## src/design/ipv4_longest_prefix_router_defines.svh

```systemverilog
// Assertion macros shared by the router modules.
// Each macro expects clk and arst_n to be in scope.
`ifndef IPV4_LONGEST_PREFIX_ROUTER_DEFINES_SVH
`define IPV4_LONGEST_PREFIX_ROUTER_DEFINES_SVH

// Consequent must hold in the same cycle as the antecedent.
`define LPR_CHK_SAME(lbl, ante, cons, msg) \
	lbl: assert property (@(posedge clk) disable iff (!arst_n) (ante) |-> (cons)) \
		else $error(msg);

// Consequent must hold in the cycle after the antecedent.
`define LPR_CHK_NEXT(lbl, ante, cons, msg) \
	lbl: assert property (@(posedge clk) disable iff (!arst_n) (ante) |=> (cons)) \
		else $error(msg);

`endif

```

## src/design/lpr_pkg.sv

```systemverilog
`timescale 1ns / 1ps

package lpr_pkg;

	localparam int MAX_ROUTES = 64;
	localparam int PORT_BITS  = 4;
	localparam int IDX_BITS   = (MAX_ROUTES > 1) ? $clog2(MAX_ROUTES) : 1;
	localparam int CNT_BITS   = $clog2(MAX_ROUTES + 1);

	localparam logic [3:0] PORT_MASK = 4'((1 << PORT_BITS) - 1);

	localparam int IN_DATA_BITS  = 120;
	localparam int OUT_DATA_BITS = 48;

	// Kind of input word, carried on tuser.
	localparam logic CMD_ADD   = 1'b0;
	localparam logic CMD_ROUTE = 1'b1;

	typedef enum logic [2:0] {
		ST_ADDED   = 3'd0,
		ST_FULL    = 3'd1,
		ST_FWD     = 3'd2,
		ST_TTL     = 3'd3,
		ST_NOROUTE = 3'd4
	} status_t;

	// Input data word, last field in the lowest bits.
	typedef struct packed {
		logic [4:0]  pad;
		logic [7:0]  ttl_in;
		logic [31:0] dest_addr;
		logic [3:0]  route_port;
		logic [31:0] route_hop_addr;
		logic        route_has_hop;
		logic [5:0]  route_prefix_len;
		logic [31:0] route_prefix_addr;
	} in_word_t;

	// Result data word, last field in the lowest bits.
	typedef struct packed {
		logic [3:0]  pad;
		logic [7:0]  ttl_out;
		logic [31:0] hop_addr_out;
		logic [3:0]  out_port;
	} out_word_t;

	// One route table entry.
	typedef struct packed {
		logic [31:0] prefix;
		logic [5:0]  len;
		logic        has_hop;
		logic [31:0] hop;
		logic [3:0]  port;
	} route_t;

	typedef struct packed {
		logic load;
		logic rd;
		logic emit;
	} lpr_cmd_t;

	typedef struct packed {
		logic in_short;
		logic rd_last;
		logic out_free;
	} lpr_stat_t;

	function automatic logic [31:0] len_mask(input logic [5:0] len);
		logic [31:0] m;
		if (len == 6'd0) begin
			m = 32'd0;
		end else begin
			m = 32'hFFFF_FFFF << (6'd32 - len);
		end
		return m;
	endfunction

endpackage

```

## src/design/lpr_ctrl.sv

```systemverilog
`timescale 1ns / 1ps
`include "ipv4_longest_prefix_router_defines.svh"

module lpr_ctrl (
	input  logic              clk,
	input  logic              arst_n,
	input  logic              s_tvalid,
	output logic              s_tready,
	input  lpr_pkg::lpr_stat_t st,
	output lpr_pkg::lpr_cmd_t  cmd
);

	typedef enum logic [1:0] {
		IDLE,
		SCAN,
		DRAIN,
		FINISH
	} state_t;

	state_t state_q;

	assign s_tready = (state_q == IDLE);

	always_comb begin
		cmd      = '0;
		cmd.load = (state_q == IDLE) && s_tvalid;
		cmd.rd   = (state_q == SCAN);
		cmd.emit = (state_q == FINISH) && st.out_free;
	end

	always_ff @(posedge clk or negedge arst_n) begin
		if (!arst_n) begin
			state_q <= IDLE;
		end else begin
			unique case (state_q)
				IDLE: begin
					if (s_tvalid) begin
						state_q <= st.in_short ? FINISH : SCAN;
					end
				end
				SCAN: begin
					if (st.rd_last) begin
						state_q <= DRAIN;
					end
				end
				DRAIN: begin
					state_q <= FINISH;
				end
				FINISH: begin
					if (st.out_free) begin
						state_q <= IDLE;
					end
				end
				default: begin
					state_q <= IDLE;
				end
			endcase
		end
	end

	`LPR_CHK_SAME(a_emit_free, cmd.emit, st.out_free, "result issued into a full output register")
	`LPR_CHK_NEXT(a_load_gap, cmd.load, !cmd.load, "two words accepted back to back")

endmodule

```

## config.mk

```make
export PLATFORM = sky130hd
export DESIGN_NAME = lpr_ctrl
export DESIGN_NICKNAME = d
export VERILOG_FILES = /design/src/design/lpr_pkg.sv /design/src/design/lpr_ctrl.sv
export VERILOG_INCLUDE_DIRS = /design/src /design/src/design
export SDC_FILE = /design/constraint.sdc
export NUM_CORES = 1
export LEC_CHECK = 0
export BUFFER_PORTS_ARGS = -buffer_cell sky130_fd_sc_hd__buf_2
export CORE_AREA = 8 8 45 47
export DETAILED_ROUTE_END_ITERATION = 7
export DIE_AREA = 0 0 53 55
export PLACE_DENSITY = 0.45
export SLEW_MARGIN = 10
export SYNTH_ARGS = -nofsm -noshare
export SYNTH_HDL_FRONTEND = slang
export SYNTH_SLANG_ARGS = --single-unit
```

## constraint.sdc

```tcl
create_clock -name clk -period 1.4 [get_ports clk]
set_input_delay 0.07 -clock clk [delete_from_list [all_inputs] [get_ports clk]]
set_output_delay 0.07 -clock clk [all_outputs]
set_load 0.1 [all_outputs]
```

* Word level (Yosys, flattened, before mapping) *
Index checks and enable logic that the tools add are counted.

cells by class
  add/sub/neg operators = 0
  multiply operators = 0
  divide/modulo/power cells = 0
  $lt $le $gt $ge = 0
  equality and inequality tests = 6
  shift operators = 0
  mux-type cells = 5
  bitwise operators = 0
  reductions and logical operators = 4

operator list
  cell                                                                   number
  2-bit 2-to-1 mux                                                       4
  2-bit one-hot mux with 4 select lines                                  1
  2-bit inequality test, second input constant                           3
  2-bit equality test, second input constant                             2
  3-bit AND reduction                                                    1
  2-bit by 1-bit equality test with 1-bit output, second input constant  1
  1-bit logical AND                                                      2
  2-bit logical NOT                                                      1

storage, ports and cells
  register bits after elaboration = 2
  latch bits = 0
  memory bits (writable) = 0
  bits in read-only memories = 0
  bits of input ports = 6
  output and inout bits = 4
  logic and storage cells = 16
  memories = 0

* Longest topological paths before layout *
Gate-level depths: netlist (run 1).

  depth in word-level cells = 3
  depth in mapped cells = 4
  depth with buffers taken out = 4

* Worst setup path before layout (run 1) *
No wires, ideal clock.

  path type = flip-flop to output port
  from = reg state_q[0]
  to = out cmd[2] in the netlist's numbering
  data arrival time = 2.210 ns
  data required time = 1.330 ns
  setup slack = -0.880 ns
  stages on the path, launching flop included = 4
  buffers on the path = 0
  cell sequence = dfrtp_1 > inv_1 > ha_1 > and2_1

RTL lines
  item                    line            source
  start, declared         lpr_ctrl.sv:20  state_t state_q;
  start signal, assigned  lpr_ctrl.sv:38  state_q <= st.in_short ? FINISH : SCAN;
  end, declared           lpr_ctrl.sv:10  output lpr_pkg::lpr_cmd_t cmd

* Worst setup path after layout (run 1) *
  from = reg state_q[1]
  to = reg state_q[0]

between the ends
  cells in the longest elaborated chain, start to end = 3
  elaborated cells between the ends (all ways) = 9
  those cells by class = eq/ne (6); mux (1); reduce/logical (2)

RTL lines
  item                                                                    line            source
  2-bit by 1-bit equality test with 1-bit output (tied with other cells)  lpr_ctrl.sv:35  unique case (state_q)
  2-bit inequality test (no source line)                                  --
  3-bit AND reduction (no source line)                                    --

Several ways; a longest one is shown, not always the timed one.
A chain may end at the register's enable or synchronous reset.

==> results of run 1 <==
timing repair:
item / in CTS / in global routing
setup endpoints to repair: 2 / 3
setup buffers: 1 / 4
hold endpoints to repair: 2 / 0
pin swaps: 1 / 1
hold buffers: 1 / 0
resized for setup: 2 / 0
worst min-delay path by stage:
stage                      start  cells after the start  slack, ns    endpoint
after detailed placement  arst_n                      1      -0.14  state_q[1]
after global routing      arst_n                      2       0.15  state_q[0]
after CTS                 arst_n                      2       0.15  state_q[1]
after global placement    arst_n                      1      -0.14  state_q[1]
final                      st[2]                      3       0.16  state_q[1]
after floorplan           arst_n                      0      -0.23  state_q[0]
synthesized netlist by cell type:
master,number,area (sq um)
inv_1,5,18.8
ha_1,4,50.1
mux2i_1,3,30.0
and2_1,2,12.5
dfrtp_1,2,50.1
a222oi_1,1,10.0
nor2_1,1,3.75
critical path: cells and delay by family (launching register included):
kind	cells	cell delay, ns
flip-flops	1	0.38
multiplexers	1	0.19
adder cells (fa/ha/maj)	1	0.16
AO/OA/AOI/OAI	1	0.29
buffers and inverters	2	0.27
cell families (layout without fill, tap and decap cells):
family	after synthesis	after routing	synth area share, %
muxes	3	3	17.1
DFF	2	2	28.6
buffers and inverters	5	26	10.7
adders and majority gates	4	4	28.6
AOI/OAI and AO/OA	1	1	5.71
and+or+nand+nor	3	3	9.28
cell type report:
type / instances / area, sq um
Inverter: 5 / 18.8
Fill cell: 147 / 960
Sequential cell: 2 / 50.0
Clock buffer: 3 / 22.5
Multi-Input combinational cell: 11 / 134
Timing Repair Buffer: 18 / 179
Tap cell: 16 / 20.0
stage by stage:
step           util [%]  setup TNS, ns  cells  area, sq um  setup WS (ns)
6_report           30.7              0     55          424         0.0244
2_1_floorplan         -         -0.161     18          203        -0.0805
3_5_place_dp       25.3              0     46          350        0.00519
5_1_grt            30.7         -0.219     55          424         -0.129
4_1_cts            28.5              0     51          394       0.000565
3_3_place_gp       25.3              0     46          350         0.0281
metal layers:
metal | share of wire, % | vias up | GRT usage (%)
met5 | 0 | - | 0
met4 | 0 | 0 | 6.47
met3 | 20 | 0 | 2.94
met2 | 43 | 10 | 4.69
met1 | 37 | 86 | 3.49
li1 | - | 100 | -
cell usage in the layout, fill, tap and decap left out, drive strengths merged:
| cell | Yosys | final |
|---|---|---|
| inv | 5 | 5 |
| dfrtp | 2 | 2 |
| buf | 0 | 17 |
| nor2 | 1 | 1 |
| a222oi | 1 | 1 |
| clkbuf | 0 | 3 |
| ha | 4 | 4 |
| and2 | 2 | 2 |
| dlygate4sd3 | 0 | 1 |
| mux2i | 3 | 3 |
==> reports/metrics.cfg, run 1 <==
[floorplan]
start_util_pct = 12.7
rows = 14
core_sq_um = 1380
die-area_sq_um = 2920
die_h_um = 55
pin_count = 10
die_w_um = 53

[sta]
finClkSkew_ns = 0.00109
rsz0062_at_grt = yes
maxSlewHeadroom_pct = 82.7
hold_viol_final = 0
drv_slew = 0
finalCriticalPeriod_ns = 1.38
whs_ns = 0.159
finalSetupViolCount = 0
min_period_over_period_pct = 98.3
tightest_slew_ns = 0.259
fmax_mhz = 727

[synth]
synth_cells = 18
ys_seq_elements = 2
syn_area_per_cell_sq_um = 9.73
synth_warnings = 0
ys_seq_area_share_pct = 28.6
syn-num-nets = 28
synth_area_sq_um = 175
ys_types = 7

[grt]
grt_pass1_wl_um = 759
grt_pass1_vias = 193
antenna_found_initial = 0
grt.total_usage_pct = 3.99
gr-total-overflow = 0
grt_max_degree = 5

[critical_path]
endpoint = state_q[0]
path_class = flip-flop to flip-flop
regToRegSetupSlack_ns = 0.02
cp_slowest_cell = dfrtp_1
r2r_end = state_q[0]
cp.required_ns = 1.54
regToRegStartpoint = state_q[1]
critPathLaunchType = flip-flop
crit_path_end_kind = flip-flop
path_max_fanout = 3
worst_ep_arrival_time_ns = 1.51
r2r_cells = 5
startpoint = state_q[1]
cpPeakStageDelay_ns = 0.38
path_cells = inv_2 -> ha_4 -> a222oi_1 -> buf_4 -> mux2i_1

[cells_and_area]
nNetsFinal = 51
drive_gt1_share_pct = 64.1
area_growth_pct = 142
num_antenna_cells = 0
largest_register = state_q
largest_reg_flops = 2
reg_top3 = state_q x2

[clock_tree]
cts_tree = done
h-tree-depth = 1
numCtsBuffers = 3
cts.sinks = 2
cts-root-buf = clkbuf_4
clkSlewWorstSetupHoldPaths_ns = 0.03
insertion_delay_ns = 0.22
clockBufferDepth = 2

[routing]
vias_per_cell = 3.56
routedWlPerCell_um = 8.96
drt_first_pass_iters = 4
drc = 0
drt-total-wl_um = 493
ant_nets = 0
drt-initial-drc-count = 1
vias = 196

[place]
gp_congestion = 0.617
io_buffer_count = 9
hpwl_um = 386

[min_path]
hp-class = input port to flip-flop

[outcome]
status = finished clean

[job]
max_cap_viol_count = 0

Power of run 1 is not shown: default switching activity piles up to over one toggle a cycle in this logic, so the estimate is an artifact.
==> run 2, diff against run 1 <==
--- a/config.mk
+++ b/config.mk
@@ -10,7 +10,7 @@
 export CORE_AREA = 8 8 45 47
 export DETAILED_ROUTE_END_ITERATION = 7
 export DIE_AREA = 0 0 53 55
-export PLACE_DENSITY = 0.45
+export PLACE_DENSITY_LB_ADDON = 0.08
 export SLEW_MARGIN = 10
 export SYNTH_ARGS = -nofsm -noshare
 export SYNTH_HDL_FRONTEND = slang
==> run 2 against run 1 <==
  * Maximum frequency grew 0.21%
  * Die area is the same
  * Worst hold slack improved by 0.0060 ns
  * Sequential cell count stayed put
  * First-iteration DRC count is 100% higher
  * Clock skew is 0.00059 ns higher
  * Non-clock buffer count increased by 2
  * Final cell count grew 3.6%
  * Core utilization rose by 1.1 points
  * Sequential share of layout area down 0.40 points
  * Global-route usage grew 0.38 points
  * Largest cell class unchanged
==> reports/metrics.cfg, run 2 (synthesis gave the netlist of run 1 again) <==
[clock_tree]
h-tree-depth = 1
cts_tree = done
numCtsBuffers = 3
cts.sinks = 2
clkSlewWorstSetupHoldPaths_ns = 0.03
clockBufferDepth = 2
insertion_delay_ns = 0.22
cts-root-buf = clkbuf_4

[critical_path]
startpoint = state_q[1]
path_buf_inv = 2
cp_slowest_cell = dfrtp_1
worst_ep_arrival_time_ns = 1.51
path_cells = inv_2 -> ha_4 -> a222oi_1 -> buf_4 -> mux2i_1
r2r_end = state_q[1]
regToRegStartpoint = state_q[1]
cp_num_cells = 5
endpoint = state_q[1]
crit_family = flip-flops
crit_path_end_kind = flip-flop
r2r_cells = 5
regToRegSetupSlack_ns = 0.03
path_class = flip-flop to flip-flop
cpPeakStageDelay_ns = 0.38
critPathLaunchType = flip-flop
cp.required_ns = 1.54
path_max_fanout = 3

[place]
dp.cells = 46
preCtsSetupSlack_ns = 0.0149
hpwl_um = 396
io_buffer_count = 9
gp_congestion = 0.680

[routing]
vias = 198
drc = 0
drt-total-wl_um = 501
routed-wl-met2_um = 232
drt_first_pass_iters = 4
ant_nets = 0
routedWlPerCell_um = 8.79
wl_met1_um = 214
highest_layer = met3
drt-initial-drc-count = 2
vias_per_cell = 3.47
wl_met3_um = 55

[grt]
grt_max_degree = 5
grt.total_usage_pct = 4.37
grt_pass1_vias = 227
grt_pass1_wl_um = 862
antenna_found_initial = 0
gr-total-overflow = 0

[job]
max_cap_viol_count = 0

[floorplan]
core_sq_um = 1380
pin_count = 10
start_util_pct = 12.7
die-area_sq_um = 2920
die_h_um = 55
die_w_um = 53
rows = 14

[cells_and_area]
area_growth_pct = 151
largest_reg_flops = 2
largest_register = state_q
instances_no_fill = 57
num_antenna_cells = 0
layout_common_cells = buf_4 (9), buf_2 (5), buf_12 (4)
reg_top3 = state_q x2
drive_gt1_share_pct = 65.9
layout_commonest_cell = buf_4
nNetsFinal = 53

[sta]
drv_slew = 0
whs_ns = 0.165
maxSlewHeadroom_pct = 81.5
hold_viol_final = 0
min_period_over_period_pct = 98.0
finalSetupViolCount = 0
fmax_mhz = 729
rsz0062_at_grt = yes
tns_ns = 0
setup_ws_ns = 0.0273
tightest_slew_ns = 0.277
finalCriticalPeriod_ns = 1.37
finClkSkew_ns = 0.00168

[min_path]
hp-class = input port to flip-flop
min_from = st[2]

[outcome]
status = finished clean

-- run 2: final cells by class --
cell class              instances  area [sq um]
clock buffers                   3          22.5
fillers                       151           945
inverters                       5          18.8
multi-input cells              11           134
flip-flops and latches          2          50.0
well taps                      16          20.0
repair buffers                 20           194
-- run 2: worst min-delay path by stage --
stage | end | slack, ns | depth (start not counted)
after floorplan | state_q[0] | -0.23 | 0
after global placement | state_q[0] | -0.14 | 1
after detailed placement | state_q[0] | -0.14 | 1
after CTS | state_q[0] | 0.16 | 2
after global routing | state_q[1] | 0.18 | 2
final | state_q[1] | 0.16 | 3
-- run 2: worst register-to-register path, cell delays in order, from the launching register on --
cell	delay [ns]
dfrtp_1	0.38
inv_2	0.09
ha_4	0.16
a222oi_1	0.31
buf_4	0.18
mux2i_1	0.18
-- run 2: per-stage QoR --
stage	utilization [%]	instance area, sq um
global placement	25.3	350
floorplan	-	203
global route	31.7	439
finish	31.7	439
CTS	29.6	409
detailed placement	25.3	350
-- run 2: timing repair --
action | in CTS | in global routing
setup buffers | 3 | 4
resized for setup | 2 | 0
hold buffers | 1 | 0
pin swaps | 1 | 1
setup endpoints to repair | 2 | 3
endpoints found under the hold margin | 2 | 0
-- run 2: layer usage --
metal / up-vias / global-route usage (%)
met5: - / 0
met4: 0 / 5.17
met3: 0 / 2.67
met2: 7 / 6.64
met1: 86 / 3.65
li1: 105 / -
Power of run 2 is left out for the same reason.
